<file path="src/sv/ps2m_pkg.sv">
// ps2m_pkg: shared constants for the ps/2 mouse packet cursor tracker
// register indexes, field widths, reset sizes and header bit positions
// no dependencies
package ps2m_pkg;

  // coordinate width default and configuration register width
  localparam int COORD_BITS_DEF = 12;
  localparam int CFG_BITS       = 13;
  localparam int CFG_IDX_BITS   = 2;

  // configuration register indexes
  localparam logic [CFG_IDX_BITS-1:0] REG_SCREEN_WIDTH  = 2'd0;
  localparam logic [CFG_IDX_BITS-1:0] REG_SCREEN_HEIGHT = 2'd1;

  // screen size after reset
  localparam int RESET_WIDTH  = 800;
  localparam int RESET_HEIGHT = 600;

  // header byte bit positions
  localparam int HDR_LEFT_BIT  = 0;
  localparam int HDR_RIGHT_BIT = 1;
  localparam int HDR_SYNC_BIT  = 3;
  localparam int HDR_XSIGN_BIT = 4;
  localparam int HDR_YSIGN_BIT = 5;

endpackage

</file>
<file path="src/sv/ps2_mouse_packet_cursor_tracker.sv">
// Cursor tracker fed by a ps/2 controller byte stream. Bytes not tagged as
// coming from the aux port are ignored; mouse bytes are gathered into
// three-byte packets (header, x delta, y delta), and a header without bit 3
// set is dropped to regain sync. A completed packet moves the cursor by the
// sign-extended 9-bit deltas (y subtracted, so y grows downward), clamps each
// axis to 0..size-1 and latches the left and right buttons. Every accepted
// byte gives exactly one result item in the next cycle, carrying the cursor,
// the buttons and packet_done. One byte is taken every cycle unless a
// result waits untaken: the only logic between the packet state and the
// result register is one add and one clamp per axis. Writing screen_width
// or screen_height recenters that axis; a size of 0 acts as 1 and a size
// above 2**COORD_BITS acts as 2**COORD_BITS. Depends on ps2m_pkg.
module ps2_mouse_packet_cursor_tracker #(
  parameter int COORD_BITS = ps2m_pkg::COORD_BITS_DEF
) (
  input  logic                              clk,
  input  logic                              rst,
  // input item channel
  input  logic                              in_valid,
  output logic                              in_ready,
  input  logic                              from_aux,
  input  logic [7:0]                        data_byte,
  // result item channel
  output logic                              out_valid,
  input  logic                              out_ready,
  output logic [COORD_BITS-1:0]             cursor_x,
  output logic [COORD_BITS-1:0]             cursor_y,
  output logic                              left_button,
  output logic                              right_button,
  output logic                              packet_done,
  // configuration write channel
  input  logic                              cfg_valid,
  output logic                              cfg_ready,
  input  logic [ps2m_pkg::CFG_IDX_BITS-1:0] cfg_index,
  input  logic [ps2m_pkg::CFG_BITS-1:0]     cfg_data
);
  import ps2m_pkg::*;

  localparam int EFF_W = COORD_BITS + 1;
  localparam int SZ_W  = (CFG_BITS > EFF_W) ? CFG_BITS : EFF_W;
  localparam int SUM_W = COORD_BITS + 2;

  localparam logic [SZ_W-1:0] SIZE_LIMIT = {{(SZ_W-1){1'b0}}, 1'b1} << COORD_BITS;
  localparam logic [SZ_W-1:0] RST_W_EXT  = SZ_W'(RESET_WIDTH);
  localparam logic [SZ_W-1:0] RST_H_EXT  = SZ_W'(RESET_HEIGHT);
  localparam logic [EFF_W-1:0] RST_EFF_X =
    EFF_W'((RST_W_EXT > SIZE_LIMIT) ? SIZE_LIMIT : RST_W_EXT);
  localparam logic [EFF_W-1:0] RST_EFF_Y =
    EFF_W'((RST_H_EXT > SIZE_LIMIT) ? SIZE_LIMIT : RST_H_EXT);
  localparam logic [COORD_BITS-1:0] RST_POS_X = COORD_BITS'(RST_EFF_X >> 1);
  localparam logic [COORD_BITS-1:0] RST_POS_Y = COORD_BITS'(RST_EFF_Y >> 1);

  // byte position codes
  localparam logic [1:0] BP_HEADER = 2'd0;
  localparam logic [1:0] BP_XDELTA = 2'd1;
  localparam logic [1:0] BP_YDELTA = 2'd2;

  // packet state
  logic [1:0]            byte_position, byte_position_next;
  logic [7:0]            header_byte, x_delta_byte;
  logic [COORD_BITS-1:0] pos_x, pos_x_next;
  logic [COORD_BITS-1:0] pos_y, pos_y_next;
  logic                  left_state, left_state_next;
  logic                  right_state, right_state_next;
  logic                  done_next;
  logic [EFF_W-1:0]      eff_x, eff_y;

  logic                  in_accept, cfg_accept;
  logic [SZ_W-1:0]       cfg_ext;
  logic [EFF_W-1:0]      cfg_eff;
  logic [8:0]            dx, dy;
  logic signed [SUM_W-1:0] nx, ny;
  logic [EFF_W-1:0]      max_x, max_y;
  logic [COORD_BITS-1:0] clamp_x, clamp_y;

  // handshakes: the result register frees up as it is taken
  assign in_ready   = !out_valid || out_ready;
  assign in_accept  = in_valid && in_ready;
  assign cfg_ready  = 1'b1;
  assign cfg_accept = cfg_valid && cfg_ready;

  // effective size of the written register value
  always_comb begin
    cfg_ext = SZ_W'(cfg_data);
    if (cfg_data == '0) begin
      cfg_eff = EFF_W'(1);
    end else if (cfg_ext > SIZE_LIMIT) begin
      cfg_eff = EFF_W'(SIZE_LIMIT);
    end else begin
      cfg_eff = EFF_W'(cfg_ext);
    end
  end

  // sign-extended deltas and new positions
  assign dx    = {header_byte[HDR_XSIGN_BIT], x_delta_byte};
  assign dy    = {header_byte[HDR_YSIGN_BIT], data_byte};
  assign nx    = $signed({2'b00, pos_x}) + $signed({{(SUM_W-9){dx[8]}}, dx});
  assign ny    = $signed({2'b00, pos_y}) - $signed({{(SUM_W-9){dy[8]}}, dy});
  assign max_x = eff_x - EFF_W'(1);
  assign max_y = eff_y - EFF_W'(1);

  // clamp to 0..size-1
  always_comb begin
    if (nx[SUM_W-1]) begin
      clamp_x = '0;
    end else if (nx[EFF_W-1:0] >= eff_x) begin
      clamp_x = max_x[COORD_BITS-1:0];
    end else begin
      clamp_x = nx[COORD_BITS-1:0];
    end
    if (ny[SUM_W-1]) begin
      clamp_y = '0;
    end else if (ny[EFF_W-1:0] >= eff_y) begin
      clamp_y = max_y[COORD_BITS-1:0];
    end else begin
      clamp_y = ny[COORD_BITS-1:0];
    end
  end

  // packet assembly
  always_comb begin
    byte_position_next = byte_position;
    pos_x_next         = pos_x;
    pos_y_next         = pos_y;
    left_state_next    = left_state;
    right_state_next   = right_state;
    done_next          = 1'b0;
    if (from_aux) begin
      case (byte_position)
        BP_HEADER: begin
          if (data_byte[HDR_SYNC_BIT]) begin
            byte_position_next = BP_XDELTA;
          end
        end
        BP_XDELTA: begin
          byte_position_next = BP_YDELTA;
        end
        default: begin
          pos_x_next         = clamp_x;
          pos_y_next         = clamp_y;
          left_state_next    = header_byte[HDR_LEFT_BIT];
          right_state_next   = header_byte[HDR_RIGHT_BIT];
          byte_position_next = BP_HEADER;
          done_next          = 1'b1;
        end
      endcase
    end
  end

  // control state, sizes and cursor
  always_ff @(posedge clk) begin
    if (rst) begin
      byte_position <= BP_HEADER;
      pos_x         <= RST_POS_X;
      pos_y         <= RST_POS_Y;
      eff_x         <= RST_EFF_X;
      eff_y         <= RST_EFF_Y;
      left_state    <= 1'b0;
      right_state   <= 1'b0;
      out_valid     <= 1'b0;
    end else begin
      if (cfg_accept) begin
        case (cfg_index)
          REG_SCREEN_WIDTH: begin
            eff_x <= cfg_eff;
            pos_x <= COORD_BITS'(cfg_eff >> 1);
          end
          REG_SCREEN_HEIGHT: begin
            eff_y <= cfg_eff;
            pos_y <= COORD_BITS'(cfg_eff >> 1);
          end
          default: begin
          end
        endcase
      end
      if (in_accept) begin
        byte_position <= byte_position_next;
        pos_x         <= pos_x_next;
        pos_y         <= pos_y_next;
        left_state    <= left_state_next;
        right_state   <= right_state_next;
        out_valid     <= 1'b1;
      end else if (out_ready) begin
        out_valid     <= 1'b0;
      end
    end
  end

  // stored packet bytes and result payload
  always_ff @(posedge clk) begin
    if (in_accept && from_aux) begin
      if (byte_position == BP_HEADER && data_byte[HDR_SYNC_BIT]) begin
        header_byte <= data_byte;
      end
      if (byte_position == BP_XDELTA) begin
        x_delta_byte <= data_byte;
      end
    end
    if (in_accept) begin
      cursor_x     <= pos_x_next;
      cursor_y     <= pos_y_next;
      left_button  <= left_state_next;
      right_button <= right_state_next;
      packet_done  <= done_next;
    end
  end

endmodule

</file>
<file path="config.mk">
export PLATFORM = sky130hd
export DESIGN_NAME = ps2_mouse_packet_cursor_tracker
export DESIGN_NICKNAME = d
export VERILOG_FILES = /design/src/sv/ps2m_pkg.sv /design/src/sv/ps2_mouse_packet_cursor_tracker.sv
export SDC_FILE = /design/constraint.sdc
export NUM_CORES = 1
export LEC_CHECK = 0
export BUFFER_PORTS_ARGS = -buffer_cell sky130_fd_sc_hd__buf_2
export CORE_MARGIN = 4
export CORE_UTILIZATION = 50
export CTS_BUF_LIST = sky130_fd_sc_hd__clkbuf_8
export DETAILED_ROUTE_END_ITERATION = 8
export GPL_ROUTABILITY_DRIVEN = 0
export PLACE_DENSITY = 0.72
export SYNTH_ARGS = -nofsm -noshare
export SYNTH_HDL_FRONTEND = slang
export SYNTH_SLANG_ARGS = --single-unit
</file>
<file path="constraint.sdc">
create_clock -name clk -period 4.3 [get_ports clk]
set_input_delay 0.86 -clock clk [delete_from_list [all_inputs] [get_ports clk]]
set_output_delay 0.86 -clock clk [all_outputs]
set_load 0.02 [all_outputs]
</file>
Word-level counts from Yosys, hierarchy flattened. Cells that the tools add are included.

Input bits: 29. Output and inout port bits: 30. Register bits: 96. Logic and storage cells: 70.

Reduce and logical (&&, ||, !) cells: 20. Order comparisons: 3. Add/subtract/negate cells: 4. Eq/ne operators: 3. Mux-type cells: 25.

Operator list (count): $mux 12 (14); $ge 13x13->1 (2); $mux 13 (2); $sub 12x1->12 const B (2); $add 13x9->14 (1); $sub 13x9->14 (1); $gt 13x13->1 const B (1); $logic_not 13->1 (1); $reduce_and 2->1 (6); $reduce_bool 2->1 (4); $mux 1 (7); $eq 2x1->1 const B (2); $logic_not 2->1 (2); $pmux 2 s2 (1); $logic_and 1x1->1 (3); $reduce_and 3->1 (1); $mux 2 (1); $ne 2x2->1 const B (1); $reduce_or 2->1 (1); $logic_not 1->1 (1); $logic_or 1x1->1 (1).

Logic depth before layout (Yosys ltp).
Word-level depth: 7. Depth in mapped cells: 20. Gate-level depth less buffers: 18.

Least setup slack after synthesis. No wires, ideal clock.

Path kind: input -> register. Start: input port data_byte[0]. End: register cursor_y[11] (data pin). Buffers on the path: 1. Required time: 4.044 ns. Setup time: 0.256 ns. Arrival: 4.087 ns. Setup slack: -0.043 ns. Stages on the path: 16. Cell sequence: ha_1 -> inv_1 -> fa_1 -> a211oi_1 -> o21ai_0 -> a31oi_1 -> nand3_1 -> o311ai_0 -> ha_1 -> a21o_1 -> a211o_1 -> a31o_2 -> o221a_2 -> buf_4 -> mux2_4 -> a22o_1.

Word-level cells in the longest chain between the ends: 6.

RTL lines: start, declared (RTL line ps2_mouse_packet_cursor_tracker.sv:22) `input logic [7:0] data_byte,`; $sub 13x9->14 (*) (RTL line ps2_mouse_packet_cursor_tracker.sv:98) `assign ny = $signed({2'b00, pos_y}) - $signed({{(SUM_W-9){dy[8]}}, dy});`; $ge 13x13->1 (RTL line ps2_mouse_packet_cursor_tracker.sv:113) `end else if (ny[EFF_W-1:0] >= eff_y) begin`; $mux 12 (RTL line ps2_mouse_packet_cursor_tracker.sv:113); $mux 12 (*) (RTL line ps2_mouse_packet_cursor_tracker.sv:111) `if (ny[SUM_W-1]) begin`; $mux 12 (*) (RTL line ps2_mouse_packet_cursor_tracker.sv:129) `case (byte_position)`; $mux 12 (*) (RTL line ps2_mouse_packet_cursor_tracker.sv:128) `if (from_aux) begin`; named net pos_y_next[11] (RTL line ps2_mouse_packet_cursor_tracker.sv:62) `logic [COORD_BITS-1:0] pos_y, pos_y_next;`; end signal, assigned (RTL line ps2_mouse_packet_cursor_tracker.sv:201) `cursor_y <= pos_y_next;`; end, declared (RTL line ps2_mouse_packet_cursor_tracker.sv:27) `output logic [COORD_BITS-1:0] cursor_y,`.

The timed path passes the listed nets; every way through them passes the cells marked *. A chain may end at the register's enable or synchronous reset.

Worst setup path in the final report.
Start: input port data_byte[0]. End: register pos_y[4].

Word-level cells in the longest chain between the ends: 7.

RTL lines: $sub 13x9->14 (*) (RTL line ps2_mouse_packet_cursor_tracker.sv:98); $ge 13x13->1 (RTL line ps2_mouse_packet_cursor_tracker.sv:113); $mux 12 (RTL line ps2_mouse_packet_cursor_tracker.sv:113); $mux 12 (*) (RTL line ps2_mouse_packet_cursor_tracker.sv:111); $mux 12 (*) (RTL line ps2_mouse_packet_cursor_tracker.sv:129); $mux 12 (*) (RTL line ps2_mouse_packet_cursor_tracker.sv:128); named net pos_y_next[4] (RTL line ps2_mouse_packet_cursor_tracker.sv:62); $mux 12 (*) (RTL line ps2_mouse_packet_cursor_tracker.sv:176) `if (in_accept) begin`; end signal, assigned (RTL line ps2_mouse_packet_cursor_tracker.sv:170) `pos_y <= COORD_BITS'(cfg_eff >> 1);`; end signal, assigned (RTL line ps2_mouse_packet_cursor_tracker.sv:179) `pos_y <= pos_y_next;`; end, declared (RTL line ps2_mouse_packet_cursor_tracker.sv:62).

Marked as above.

==> flow_metrics.py <==
metrics = {
    "run_status": {
        "run_status": "completed",
    },
    "power_and_ir_drop": {
        "internal-power_mw": 1.44,
        "switching_share_pct": 33.4,
        "power.combinational.fraction_pct": 28.9,
        "clock_power_share_pct": 24.6,
        "vdd.ir_drop.worst_mv": 0.129,
        "power.leakage_nw": 2.86,
        "total_power_per_unit_cell_area_nw_per_um2": 310,
        "share_seq_of_total_power_pct": 46.5,
        "total_switching_power_mw": 0.724,
    },
    "routing": {
        "route.antenna.remaining_nets": 0,
        "detail_route.first_pass.iterations": 6,
        "drc_errors": 0,
        "detailroute.via_count": 5517,
        "count_of_routing_violations_after_the_opening_detailed_route_iteration": 457,
        "routed_wirelength_mm": 16.9,
        "post_drt_via_cell_ratio": 5.93,
        "wl_per_cell_um": 18.1,
    },
    "synth": {
        "synth_ff_type": "dfxtp_1",
        "post_synth.cell_area_avg_um2": 9.12,
        "dominant_combinational_cell_family_by_area_after_synthesis": "compound AO/OA/AOI/OAI gates",
        "synthXorXnorAreaFrac_pct": 5.30,
        "synth_compound_gate_area_share_pct": 23.6,
        "yosys_warnings": 0,
        "postSynthNetCount": 774,
        "synth_seq_area_share_pct": 36.2,
        "yosys_register_bits": 94,
        "netlist.area_leader.share_pct": 18.6,
        "synth-async-reset-ratio_pct": 0,
        "synthMuxAreaShare_pct": 1.08,
        "synth_top_area_cell": "edfxtp_1",
        "synth_simple_gate_area_share_pct": 16.0,
        "synth_top_cells_by_area": "edfxtp_1, dfxtp_1, ha_1, nand2_1, xnor2_1",
        "netlist_area_um2": 6280,
        "synthCells": 689,
        "netlist-cell-type-count": 79,
        "synth_fa_ha_area_share_pct": 11.4,
        "number_of_synthesized_flops_with_an_enable_pin": 39,
    },
    "place": {
        "post-dp-hpwl_mm": 13.0,
        "placed_cell_area_um2": 6790,
        "numPortBuffers": 57,
    },
    "floorplan": {
        "fp.dieArea_um2": 14400,
        "floorplan.die.height_um": 120,
        "pin_count": 59,
        "fp.coreArea_um2": 12200,
        "die_x_um": 120,
        "floorplan.initialDensity_pct": 51.7,
        "num_rows": 40,
    },
    "global_route": {
        "grt_use_met1_pct": 28.6,
        "grt_pass1_wl_mm": 27.0,
        "grt_most_used_layer": "met2",
        "antenna_violations_before_repair": 0,
        "grt_pass1_vias": 5402,
        "globalRouteTotalUtil_pct": 23.4,
        "groute.layer.met3.usage_pct": 4.10,
        "maximum_number_of_pins_on_one_net_before_global_route_repair": 33,
        "grt_use_met2_pct": 40.2,
        "grt-ovfl-total": 0,
    },
    "setup_path": {
        "r2r.worst_path.cells": 18,
        "worstSetupEndpointType": "flip-flop",
        "worst_setup_path_startpoint": "data_byte[0]",
        "reg2reg_to": "pos_x[0]",
        "r2r_setup_slack_ns": 0.25,
        "path_class": "in2reg",
        "r2r-start": "x_delta_byte[0]",
        "worst-path-max-fanout": 7,
        "worstPathArrival_ns": 4.36,
        "worst-endpoint-required_ns": 4.57,
        "cp-start-kind": "input pin",
    },
    "cts": {
        "cell_at_the_root_of_the_clock_tree": "clkbuf_8",
        "cts_htree_levels": 3,
        "cts.sink_count": 94,
        "cts_hold_buffers": 0,
        "clock_insertion_delay_at_the_later_pin_of_the_skew_report_ns": 0.37,
        "cts_tree": "built",
        "clockBufferDepth": 2,
        "clock_transition_at_path_regs_ns": 0.10,
        "tritoncts.num_buffers": 9,
    },
    "timing": {
        "final-max-slew-violation-count": 0,
        "period_share_pct": 95.0,
        "report.final.setup_viol": 0,
        "fin_skew_ns": 0.0102,
        "worst_slew_margin_rel_pct": 33.4,
        "finalHoldViolations": 0,
        "clock.fmax_mhz": 245,
        "max_slew.worst_pin.slew_ns": 0.990,
        "setup-tns-final_ns": 0,
        "post-route-min-period_ns": 4.09,
        "unrepaired_setup_endpoints_after_global_routing": "yes",
    },
    "final_layout": {
        "insertedDiodeCount": 0,
        "nets": 842,
        "final_cell_mix": "nand2_1, buf_2, a21oi_1, dfxtp_1, ha_1",
        "mostFrequentLayoutCell": "nand2_1",
        "seqCellArea_um2": 2270,
        "final_area_um2": 6990,
        "post_route_cells_drive_above_1_share_pct": 19.4,
        "fill_cells": 1079,
        "area.growth.synth_to_final_pct": 11.2,
        "multi_input_area_um2": 3630,
    },
    "worst_hold_path": {
        "min_to": "left_state",
        "worst_hold_path_type": "reg2reg",
        "hold_depth": 2,
        "hold_path.startpoint": "left_state",
    },
    "job": {
        "max_cap_violations": 0,
    },
}
-- cell families (layout without fill, tap and decap cells) --
group | after synthesis | in the layout
mux | 6 | 6
fa+ha+maj | 56 | 56
compound gates | 196 | 196
simple gates | 217 | 217
xor+xnor | 38 | 38
other cells | 1 | 1
buf+inv | 81 | 154
flops | 94 | 94
-- per-stage QoR --
stage | utilization (%) | setup slack (ns) | total power [mW] | hold slack (ns) | std cells
after global routing | 57.4 | -0.0394 | 2.28 | 0.487 | 930
after detailed placement | 55.8 | -0.330 | 1.64 | 0.454 | 912
final | 57.4 | 0.214 | 2.16 | 0.468 | 930
after floorplan | - | 0.0586 | 1.47 | 0.436 | 689
after global placement | 55.8 | -0.208 | 1.61 | 0.443 | 912
after CTS | 57.2 | 0.0506 | 2.16 | 0.466 | 928
-- worst max-delay path: stages --
cell	delay [ns]
buf_2	0.11
ha_1	0.20
inv_1	0.07
fa_2	0.21
a211oi_2	0.07
o21ai_0	0.25
a31oi_1	0.12
buf_4	0.16
o311ai_1	0.39
ha_1	0.32
a21o_1	0.17
a211o_1	0.30
a31o_2	0.22
o221a_2	0.18
mux2_1	0.34
a22o_1	0.21
o21a_1	0.16
-- cell type report --
class                      instances  share of cell area [%]
clock buffer                       9                    1.77
timing repair buffer              88                    7.41
tap                              168                    3.01
multi-input combinational        514                    51.9
clock inverter                     7                   0.698
inverter                          50                    2.69
sequential                        94                    32.5
-- routing by layer --
metal / routed length [um] / share of wire, % / up-vias
met4: 552 / 3.3 / 0
met3: 1090 / 6.5 / 42
li1: - / - / 2649
met5: 0 / 0 / -
met2: 8380 / 50 / 185
met1: 6820 / 40 / 2641
-- Yosys cell counts, types with 7 or more instances --
| cell type | instances |
|---|---|
| nand2_1 | 113 |
| a21oi_1 | 57 |
| dfxtp_1 | 55 |
| ha_1 | 54 |
| inv_1 | 50 |
| edfxtp_1 | 39 |
| nor2_1 | 36 |
| xnor2_1 | 34 |
| o21ai_0 | 19 |
| a221oi_1 | 17 |
| clkbuf_1 | 14 |
| a31oi_1 | 13 |
| nand3_1 | 10 |
| a21o_1 | 9 |
| a311oi_2 | 8 |
| nor3_1 | 8 |
| clkbuf_8 | 7 |
| nor4_1 | 7 |
| o2111ai_2 | 7 |
| o211ai_1 | 7 |
-- power groups by stage --
stage	Clock (mW)	Sequential, mW	Combinational [mW]
after global routing	0.575	1.01	0.695
after detailed placement	0	1.02	0.615
final	0.533	1.01	0.625
after floorplan	0	1.04	0.429
after global placement	0	1.02	0.589
after CTS	0.539	1.00	0.618
-- flip-flops by register name, indices dropped and copies added, names as in the netlist, 2 cells and up --
name,cells
byte_position,2
cursor_x,12
cursor_y,12
eff_x,13
eff_y,13
header_byte,4
pos_x,12
pos_y,12
x_delta_byte,8
-- timing repair --
action                                  in CTS  in global routing
endpoints found under the setup margin       0                 44
resized for setup                            0                  5
hold endpoints to repair                     0                  0
buffers inserted                             0                  2
-- worst max-delay path by stage --
stage / slack, ns / to
after floorplan: 0.06 / cursor_y[11]
after global placement: -0.21 / pos_y[1]
after detailed placement: -0.33 / pos_y[1]
after CTS: 0.05 / pos_x[0]
after global routing: -0.04 / pos_y[0]
final: 0.21 / pos_y[4]
Note: power is estimated with default switching activity, not from simulation.
